--- config.mk ---
export PLATFORM = sky130hd
export DESIGN_NAME = three_rotor_substitution_cipher
export DESIGN_NICKNAME = d
export VERILOG_FILES = /design/src/sv/trsc_pkg.sv /design/src/sv/three_rotor_substitution_cipher.sv
export SDC_FILE = /design/constraint.sdc
export NUM_CORES = 1
export LEC_CHECK = 0
export BUFFER_PORTS_ARGS = -buffer_cell sky130_fd_sc_hd__buf_2
export CAP_MARGIN = 20
export CELL_PAD_IN_SITES_DETAIL_PLACEMENT = 1
export CELL_PAD_IN_SITES_GLOBAL_PLACEMENT = 2
export CORE_MARGIN = 4
export CORE_UTILIZATION = 25
export DETAILED_ROUTE_END_ITERATION = 10
export GPL_TIMING_DRIVEN = 0
export MAX_ROUTING_LAYER = met4
export PLACE_DENSITY_LB_ADDON = 0.05
export SYNTH_ARGS = -nofsm -noshare
export SYNTH_HDL_FRONTEND = slang
export SYNTH_SLANG_ARGS = --single-unit
--- constraint.sdc ---
create_clock -name clk_i -period 5.5 [get_ports clk_i]
set_input_delay 0.825 -clock clk_i [delete_from_list [all_inputs] [get_ports clk_i]]
set_output_delay 0.825 -clock clk_i [all_outputs]
set_load 0.02 [all_outputs]
--- src/sv/trsc_pkg.sv ---
`default_nettype none
package trsc_pkg;

  localparam int ALPHABET_SIZE = 26;
  localparam int IDX_W = (ALPHABET_SIZE > 1) ? $clog2(ALPHABET_SIZE) : 1;
  localparam int POS_W = 5;
  localparam int VAL_W = 5;
  localparam int SYM_W = 8;
  localparam int SUM_W = POS_W + 1;
  localparam int SEL_W = 2;
  localparam int IN_DATA_W = 24;
  localparam int OUT_DATA_W = 8;
  localparam logic [SYM_W-1:0] LETTER_BASE = 8'd65;

  typedef enum logic [1:0] {
    ACT_LOAD    = 2'd0,
    ACT_RESTART = 2'd1,
    ACT_PROCESS = 2'd2
  } action_e;

  localparam logic [SEL_W-1:0] ROTOR_FIRST  = 2'd0;
  localparam logic [SEL_W-1:0] ROTOR_SECOND = 2'd1;
  localparam logic [SEL_W-1:0] ROTOR_THIRD  = 2'd2;

  localparam logic [1:0] CFG_START_FIRST  = 2'd0;
  localparam logic [1:0] CFG_START_SECOND = 2'd1;
  localparam logic [1:0] CFG_START_THIRD  = 2'd2;

  typedef logic [IDX_W-1:0] idx_t;
  typedef logic [(1 << SUM_W)-1:0][IDX_W-1:0] mod_tab_t;

  // residue of every sum of a letter index and a position
  function automatic mod_tab_t build_mod_table();
    mod_tab_t t;
    for (int i = 0; i < (1 << SUM_W); i++) begin
      t[i] = idx_t'(i % ALPHABET_SIZE);
    end
    return t;
  endfunction

  localparam mod_tab_t MOD_TABLE = build_mod_table();

  typedef struct packed {
    logic             emit;
    logic             letter;
    logic [SYM_W-1:0] sym;
    logic [POS_W-1:0] pos2;
    logic [POS_W-1:0] pos3;
    logic             wr_en;
    logic [SEL_W-1:0] wr_sel;
    idx_t             wr_idx;
    logic [VAL_W-1:0] wr_val;
  } stage_t;

endpackage
`default_nettype wire

--- src/sv/three_rotor_substitution_cipher.sv ---
// Three-rotor substitution cipher, one byte per clock while m_axis_tready holds.
//
// Input items arrive on s_axis; tuser carries the action (load a rotor entry,
// restart the positions from the start registers, or process a symbol).
// Loads and restarts give no result; each processed symbol gives exactly one
// byte on m_axis, in order. Letters are ciphered through the three rotor
// tables and step the positions like an odometer; other bytes pass through.
//
// The tables live in three synchronous memories, one per rotor, read in
// successive pipeline stages. An entry load travels down the same stages and
// writes each table where that table is read, so ordering holds without stalls.
// An accepted item passes the a, b and c stage registers and the output register
// that drives m_axis_tvalid; throughput is one item per cycle while m_axis_tready holds.
//
// Reset empties the pipeline and clears positions and start registers; tables
// are undefined until loaded. When the receiver stalls, the four stages fill
// and s_axis_tready drops once they are all occupied.
`default_nettype none
module three_rotor_substitution_cipher (
  input  wire logic                            clk_i,
  input  wire logic                            rst_ni,
  input  wire logic                            cfg_we_i,
  input  wire logic [1:0]                      cfg_idx_i,
  input  wire logic [trsc_pkg::POS_W-1:0]      cfg_data_i,
  input  wire logic                            s_axis_tvalid,
  output      logic                            s_axis_tready,
  // rotor_select[1:0], entry_index[6:2], entry_value[11:7], symbol[19:12]
  input  wire logic [trsc_pkg::IN_DATA_W-1:0]  s_axis_tdata,
  // action[1:0]
  input  wire logic [1:0]                      s_axis_tuser,
  output      logic                            m_axis_tvalid,
  input  wire logic                            m_axis_tready,
  // out_symbol[7:0]
  output      logic [trsc_pkg::OUT_DATA_W-1:0] m_axis_tdata
);
  import trsc_pkg::*;

  logic [POS_W-1:0] start1_q, start2_q, start3_q;
  logic [POS_W-1:0] pos1_q, pos2_q, pos3_q;
  logic [POS_W-1:0] pos1_d, pos2_d, pos3_d;

  logic [VAL_W-1:0] mem1 [ALPHABET_SIZE];
  logic [VAL_W-1:0] mem2 [ALPHABET_SIZE];
  logic [VAL_W-1:0] mem3 [ALPHABET_SIZE];

  logic [VAL_W-1:0] rd1_q, rd2_q, rd3_q;
  stage_t           a_q, b_q, c_q, in_st;
  logic             va_q, vb_q, vc_q;
  logic             out_valid_q;
  logic [SYM_W-1:0] out_q;

  logic en_out, en_c, en_b, en_a, accept;

  logic [SEL_W-1:0] in_sel;
  logic [POS_W-1:0] in_eidx;
  logic [VAL_W-1:0] in_eval;
  logic [SYM_W-1:0] in_sym;
  logic             in_letter;
  logic [SYM_W-1:0] sym_off;
  idx_t             addr1, addr2, addr3;
  idx_t             adv1, adv2, adv3;

  assign en_out = !out_valid_q || m_axis_tready;
  assign en_c   = !vc_q || en_out;
  assign en_b   = !vb_q || en_c;
  assign en_a   = !va_q || en_b;
  assign s_axis_tready = en_a;
  assign accept = s_axis_tvalid && en_a;

  assign in_sel  = s_axis_tdata[1:0];
  assign in_eidx = s_axis_tdata[6:2];
  assign in_eval = s_axis_tdata[11:7];
  assign in_sym  = s_axis_tdata[19:12];

  always_comb begin
    in_letter = ({1'b0, in_sym} >= {1'b0, LETTER_BASE}) &&
                ({1'b0, in_sym} < 9'(int'(LETTER_BASE) + ALPHABET_SIZE));
    sym_off   = in_sym - LETTER_BASE;
    addr1     = MOD_TABLE[{1'b0, sym_off[POS_W-1:0]} + {1'b0, pos1_q}];
    addr2     = MOD_TABLE[{1'b0, rd1_q} + {1'b0, a_q.pos2}];
    addr3     = MOD_TABLE[{1'b0, rd2_q} + {1'b0, b_q.pos3}];

    in_st.emit   = (s_axis_tuser == ACT_PROCESS);
    in_st.letter = in_letter;
    in_st.sym    = in_sym;
    in_st.pos2   = pos2_q;
    in_st.pos3   = pos3_q;
    in_st.wr_en  = (s_axis_tuser == ACT_LOAD) && (in_sel <= ROTOR_THIRD) &&
                   ({1'b0, in_eidx} < 6'(ALPHABET_SIZE));
    in_st.wr_sel = in_sel;
    in_st.wr_idx = in_eidx[IDX_W-1:0];
    in_st.wr_val = in_eval;

    adv1 = MOD_TABLE[{1'b0, pos1_q} + 6'd1];
    adv2 = MOD_TABLE[{1'b0, pos2_q} + 6'd1];
    adv3 = MOD_TABLE[{1'b0, pos3_q} + 6'd1];

    pos1_d = pos1_q;
    pos2_d = pos2_q;
    pos3_d = pos3_q;
    if (accept) begin
      case (s_axis_tuser)
        ACT_RESTART: begin
          pos1_d = start1_q;
          pos2_d = start2_q;
          pos3_d = start3_q;
        end
        ACT_PROCESS: begin
          if (in_letter) begin
            // odometer: carry into the next rotor on wrap
            pos1_d = POS_W'(adv1);
            if (adv1 == '0) begin
              pos2_d = POS_W'(adv2);
              if (adv2 == '0) begin
                pos3_d = POS_W'(adv3);
              end
            end
          end
        end
        default: ;
      endcase
    end
  end

  always_ff @(posedge clk_i or negedge rst_ni) begin
    if (!rst_ni) begin
      start1_q <= '0;
      start2_q <= '0;
      start3_q <= '0;
    end else if (cfg_we_i) begin
      case (cfg_idx_i)
        CFG_START_FIRST:  start1_q <= cfg_data_i;
        CFG_START_SECOND: start2_q <= cfg_data_i;
        CFG_START_THIRD:  start3_q <= cfg_data_i;
        default: ;
      endcase
    end
  end

  always_ff @(posedge clk_i or negedge rst_ni) begin
    if (!rst_ni) begin
      pos1_q      <= '0;
      pos2_q      <= '0;
      pos3_q      <= '0;
      va_q        <= 1'b0;
      vb_q        <= 1'b0;
      vc_q        <= 1'b0;
      out_valid_q <= 1'b0;
    end else begin
      pos1_q <= pos1_d;
      pos2_q <= pos2_d;
      pos3_q <= pos3_d;
      if (en_a)   va_q        <= accept;
      if (en_b)   vb_q        <= va_q;
      if (en_c)   vc_q        <= vb_q;
      if (en_out) out_valid_q <= vc_q && c_q.emit;
    end
  end

  // rotor memories: each written in the stage where it is read
  always_ff @(posedge clk_i) begin
    if (en_a) begin
      rd1_q <= mem1[addr1];
      a_q   <= in_st;
    end
    if (accept && in_st.wr_en && in_st.wr_sel == ROTOR_FIRST) begin
      mem1[in_st.wr_idx] <= in_st.wr_val;
    end
  end

  always_ff @(posedge clk_i) begin
    if (en_b) begin
      rd2_q <= mem2[addr2];
      b_q   <= a_q;
    end
    if (en_b && va_q && a_q.wr_en && a_q.wr_sel == ROTOR_SECOND) begin
      mem2[a_q.wr_idx] <= a_q.wr_val;
    end
  end

  always_ff @(posedge clk_i) begin
    if (en_c) begin
      rd3_q <= mem3[addr3];
      c_q   <= b_q;
    end
    if (en_c && vb_q && b_q.wr_en && b_q.wr_sel == ROTOR_THIRD) begin
      mem3[b_q.wr_idx] <= b_q.wr_val;
    end
  end

  always_ff @(posedge clk_i) begin
    if (en_out) begin
      out_q <= c_q.letter ? (LETTER_BASE + {3'b000, rd3_q}) : c_q.sym;
    end
  end

  assign m_axis_tvalid = out_valid_q;
  assign m_axis_tdata  = out_q;

  a_emit_moves: assert property (@(posedge clk_i) disable iff (!rst_ni)
    (vc_q && c_q.emit && en_out) |=> m_axis_tvalid)
    else $error("finished symbol item did not reach the output");

  a_full_when_blocked: assert property (@(posedge clk_i) disable iff (!rst_ni)
    !s_axis_tready |-> (va_q && vb_q && vc_q && m_axis_tvalid && !m_axis_tready))
    else $error("input blocked while the pipeline has room");

  a_letter_steps: assert property (@(posedge clk_i) disable iff (!rst_ni)
    (accept && s_axis_tuser == ACT_PROCESS && in_letter) |=> (pos1_q != $past(pos1_q)))
    else $error("first rotor did not step on a letter");

endmodule
`default_nettype wire
==> impl_results.md <==
- Post-DRT Antenna Nets: 0
- Area growth syn-to-layout: 16.8%
- Hold Buf Count CTS: 0
- CP max FO: 10
- Top-area cell type share of the netlist area: 64.0%
- Reg clk slew, reported paths: 0.06 ns
- Post-DP HPWL: 44.8 mm
- Vias per cell: 4.55
- CTS sink cnt: 518
- Peak Freq: 218 MHz
- Net count after synthesis: 1629
- Total gr overflow: 0
- GR Util All Layers: 13.6%
- Max cap viols: 0
- DIE HEIGHT: 309 µm
- Commonest cells post-synth: edfxtp_1 (484), nor2_1 (154), mux2i_1 (149)
- Post-synth EDFFs: 484
- Top-count cell post-synth: edfxtp_1
- Worst Path Arrival: 4.93 ns
- Max_slew headroom: 28.9%
- Setup ws final: 0.909 ns
- Row count: 110
- Resized Gates After CTS: 0
- Port-buffer cells: 43
- Post-synthesis average cell area: 14.6 µm²
- Total setup buffers inserted after CTS: 0
- Area leader, netlist: edfxtp_1
- CTS tree: done
- CP Class: reg2reg
- Ys async rst share: 6.56%
- Detailed Route Iter0 Violations: 557
- Routed vias: 13200
- WHS: 0.322 ns
- Clk_skew: 0.0378 ns
- Outcome: finished clean
- Final Max Slew Viols: 0
- Root buffer cell: clkbuf_16
- Post-synthesis sequential area ratio: 67.8%
- Core ar.: 90000 µm²
- First-pass GRT wire length: 94.2 mm
- Pin count of the biggest net entering global routing: 36
- Prevailing post-synth register cell: edfxtp_1
- Worst EP required: 5.84 ns
- Die width: 309 µm
- Worst-skew pair later-pin latency: 0.64 ns
- Vias in the first global route: 14100
- CP Capture Type: register
- YS warnings: 0
- Inst Count DP: 2772
- Final Non-Filler Cells: 2889
- Residual DRC: 0
- Ant. Diodes: 0
- Synth Instances: 1549
- Routability cong.: 0.724
- Worst Tran Pin Value: 1.04 ns
- CTS Buf Count: 61
- Layout fillers: 9639
- Largest cells by area after synthesis: edfxtp_1 (64%), mux2i_1 (6.6%), dfrtp_1 (3.7%), nor2_1 (2.5%), ha_1 (2.2%)
- CP Launch Type: register
- Distinct cells, synth: 80
- Longest Clk Path Bufs: 3
- FF+latch count, synth: 518
- DIE AREA: 95700 µm²
- Routed WL: 63.1 mm
- CTS H-tree lvls: 2
- Hold crit path type: in2async
- Layout cell share with drive strength beyond 1: 14.1%
- Initial antenna violation count: 0
- Final Hold Fails: 0
- Setup-failing EPs final: 0
- Num ports: 48
- Unrepaired setup endpoints after global routing: false
- DR WL/cell: 21.8 µm
- Setup WS pre-CTS: 0.230 ns
- Tmin final: 4.59 ns
- Area of the mapped netlist: 22700 µm²
- Initial Util: 25.2%
- First-pass DRT Iterations: 4
- Fin crit share: 83.5%
- Final #Nets: 1742
## worst paths after layout
check / start / to / slack, ns / cells past startpoint
min in group clk_i: s_axis_tdata[2] / a_q[5]$_DFFE_PN_ / 0.40 / 1
max in group asynchronous: rst_ni / start3_q[4]$_DFFE_PN0P_ / 4.61 / 1
hold / removal: rst_ni / start1_q[2]$_DFFE_PN0P_ / 0.32 / 1
hold reg to reg: b_q[32]$_DFFE_PP_ / c_q[32]$_DFFE_PP_ / 0.41 / 0
setup / recovery: b_q[13]$_DFFE_PP_ / rd3_q[3]$_DFFE_PP_ / 0.91 / 15
setup reg to reg: b_q[13]$_DFFE_PP_ / rd3_q[3]$_DFFE_PP_ / 0.91 / 15
## cell usage in the layout (no fill, tap or decap), types with 15 or more instances in the layout
| cell type | n |
|---|---|
| buf_2 | 57 |
| mux4_2 | 17 |
| nor2_1 | 154 |
| nand3_1 | 34 |
| clkbuf_1 | 38 |
| mux2i_1 | 149 |
| nor3_1 | 22 |
| nand3b_1 | 15 |
| clkbuf_16 | 61 |
| o21ai_0 | 56 |
| nand2b_1 | 19 |
| ha_1 | 39 |
| nand2_1 | 89 |
| o22ai_1 | 21 |
| dfrtp_1 | 34 |
| mux2_1 | 15 |
| edfxtp_1 | 484 |
| a21oi_1 | 65 |
| inv_1 | 32 |
| mux2_2 | 31 |
## final cells by class
type | count | area (µm²) | share of cell area [%]
flip-flops and latches | 518 | 15400 | 58.0
multi-input cells | 939 | 6850 | 25.8
clock buffers | 80 | 1620 | 6.10
well taps | 1176 | 1470 | 5.55
repair buffers | 50 | 370 | 1.40
clock inverters | 34 | 349 | 1.32
plain buffers | 59 | 349 | 1.32
inverters | 33 | 124 | 0.467
## cell families after synthesis
family	Yosys count	synth area share (%)
AND/OR/NAND/NOR	394	8.03
multiplexers	212	10.5
XOR/XNOR	25	1.08
adder cells (fa/ha/maj)	42	2.42
flip-flops	518	67.8
AO/OA/AOI/OAI	266	8.05
buffers and inverters	92	2.08
## through the flow
stage               area [µm²]  util (%)  setup TNS, ns
floorplan                22700         -              0
detailed placement       24500      27.2              0
CTS                      26500      29.4              0
global route             26500      29.5              0
global placement         24400      27.1         -39.74
finish                   26500      29.5              0
## worst max-delay path: stages, from the launching register on
cell	delay (ns)
edfxtp_1	0.39
ha_1	0.23
inv_1	0.07
fa_1	0.45
xor2_1	0.51
inv_1	0.13
ha_1	0.36
o21ai_0	0.09
a31oi_1	0.11
o211ai_2	0.33
buf_6	0.26
buf_2	0.40
mux2i_1	0.42
o32ai_1	0.13
a21oi_1	0.20
o211ai_1	0.20
## registers in the layout (all words and copies together), names as in the netlist
name / count
mem2: 130
vc_q: 1
start2_q: 5
mem1: 130
rd2_q: 5
vb_q: 1
b_q: 28
a_q: 33
start1_q: 5
start3_q: 5
m_axis_tvalid: 1
rd3_q: 5
pos3_q: 5
rd1_q: 5
pos2_q: 5
va_q: 1
m_axis_tdata: 8
c_q: 10
pos1_q: 5
mem3: 130
## routing by layer
metal / share of wire [%] / GRT usage [%] / wire length (µm)
met2: 49 / 22.7 / 30900
met3: 2.6 / 1.60 / 1610
met4: 2.0 / 3.29 / 1230
met1: 46 / 17.9 / 29300
met5: 0 / - / 0
Power is left out: the tool's default activity adds up to more than one toggle a clock period on the data nets, which glitch-free logic cannot reach.
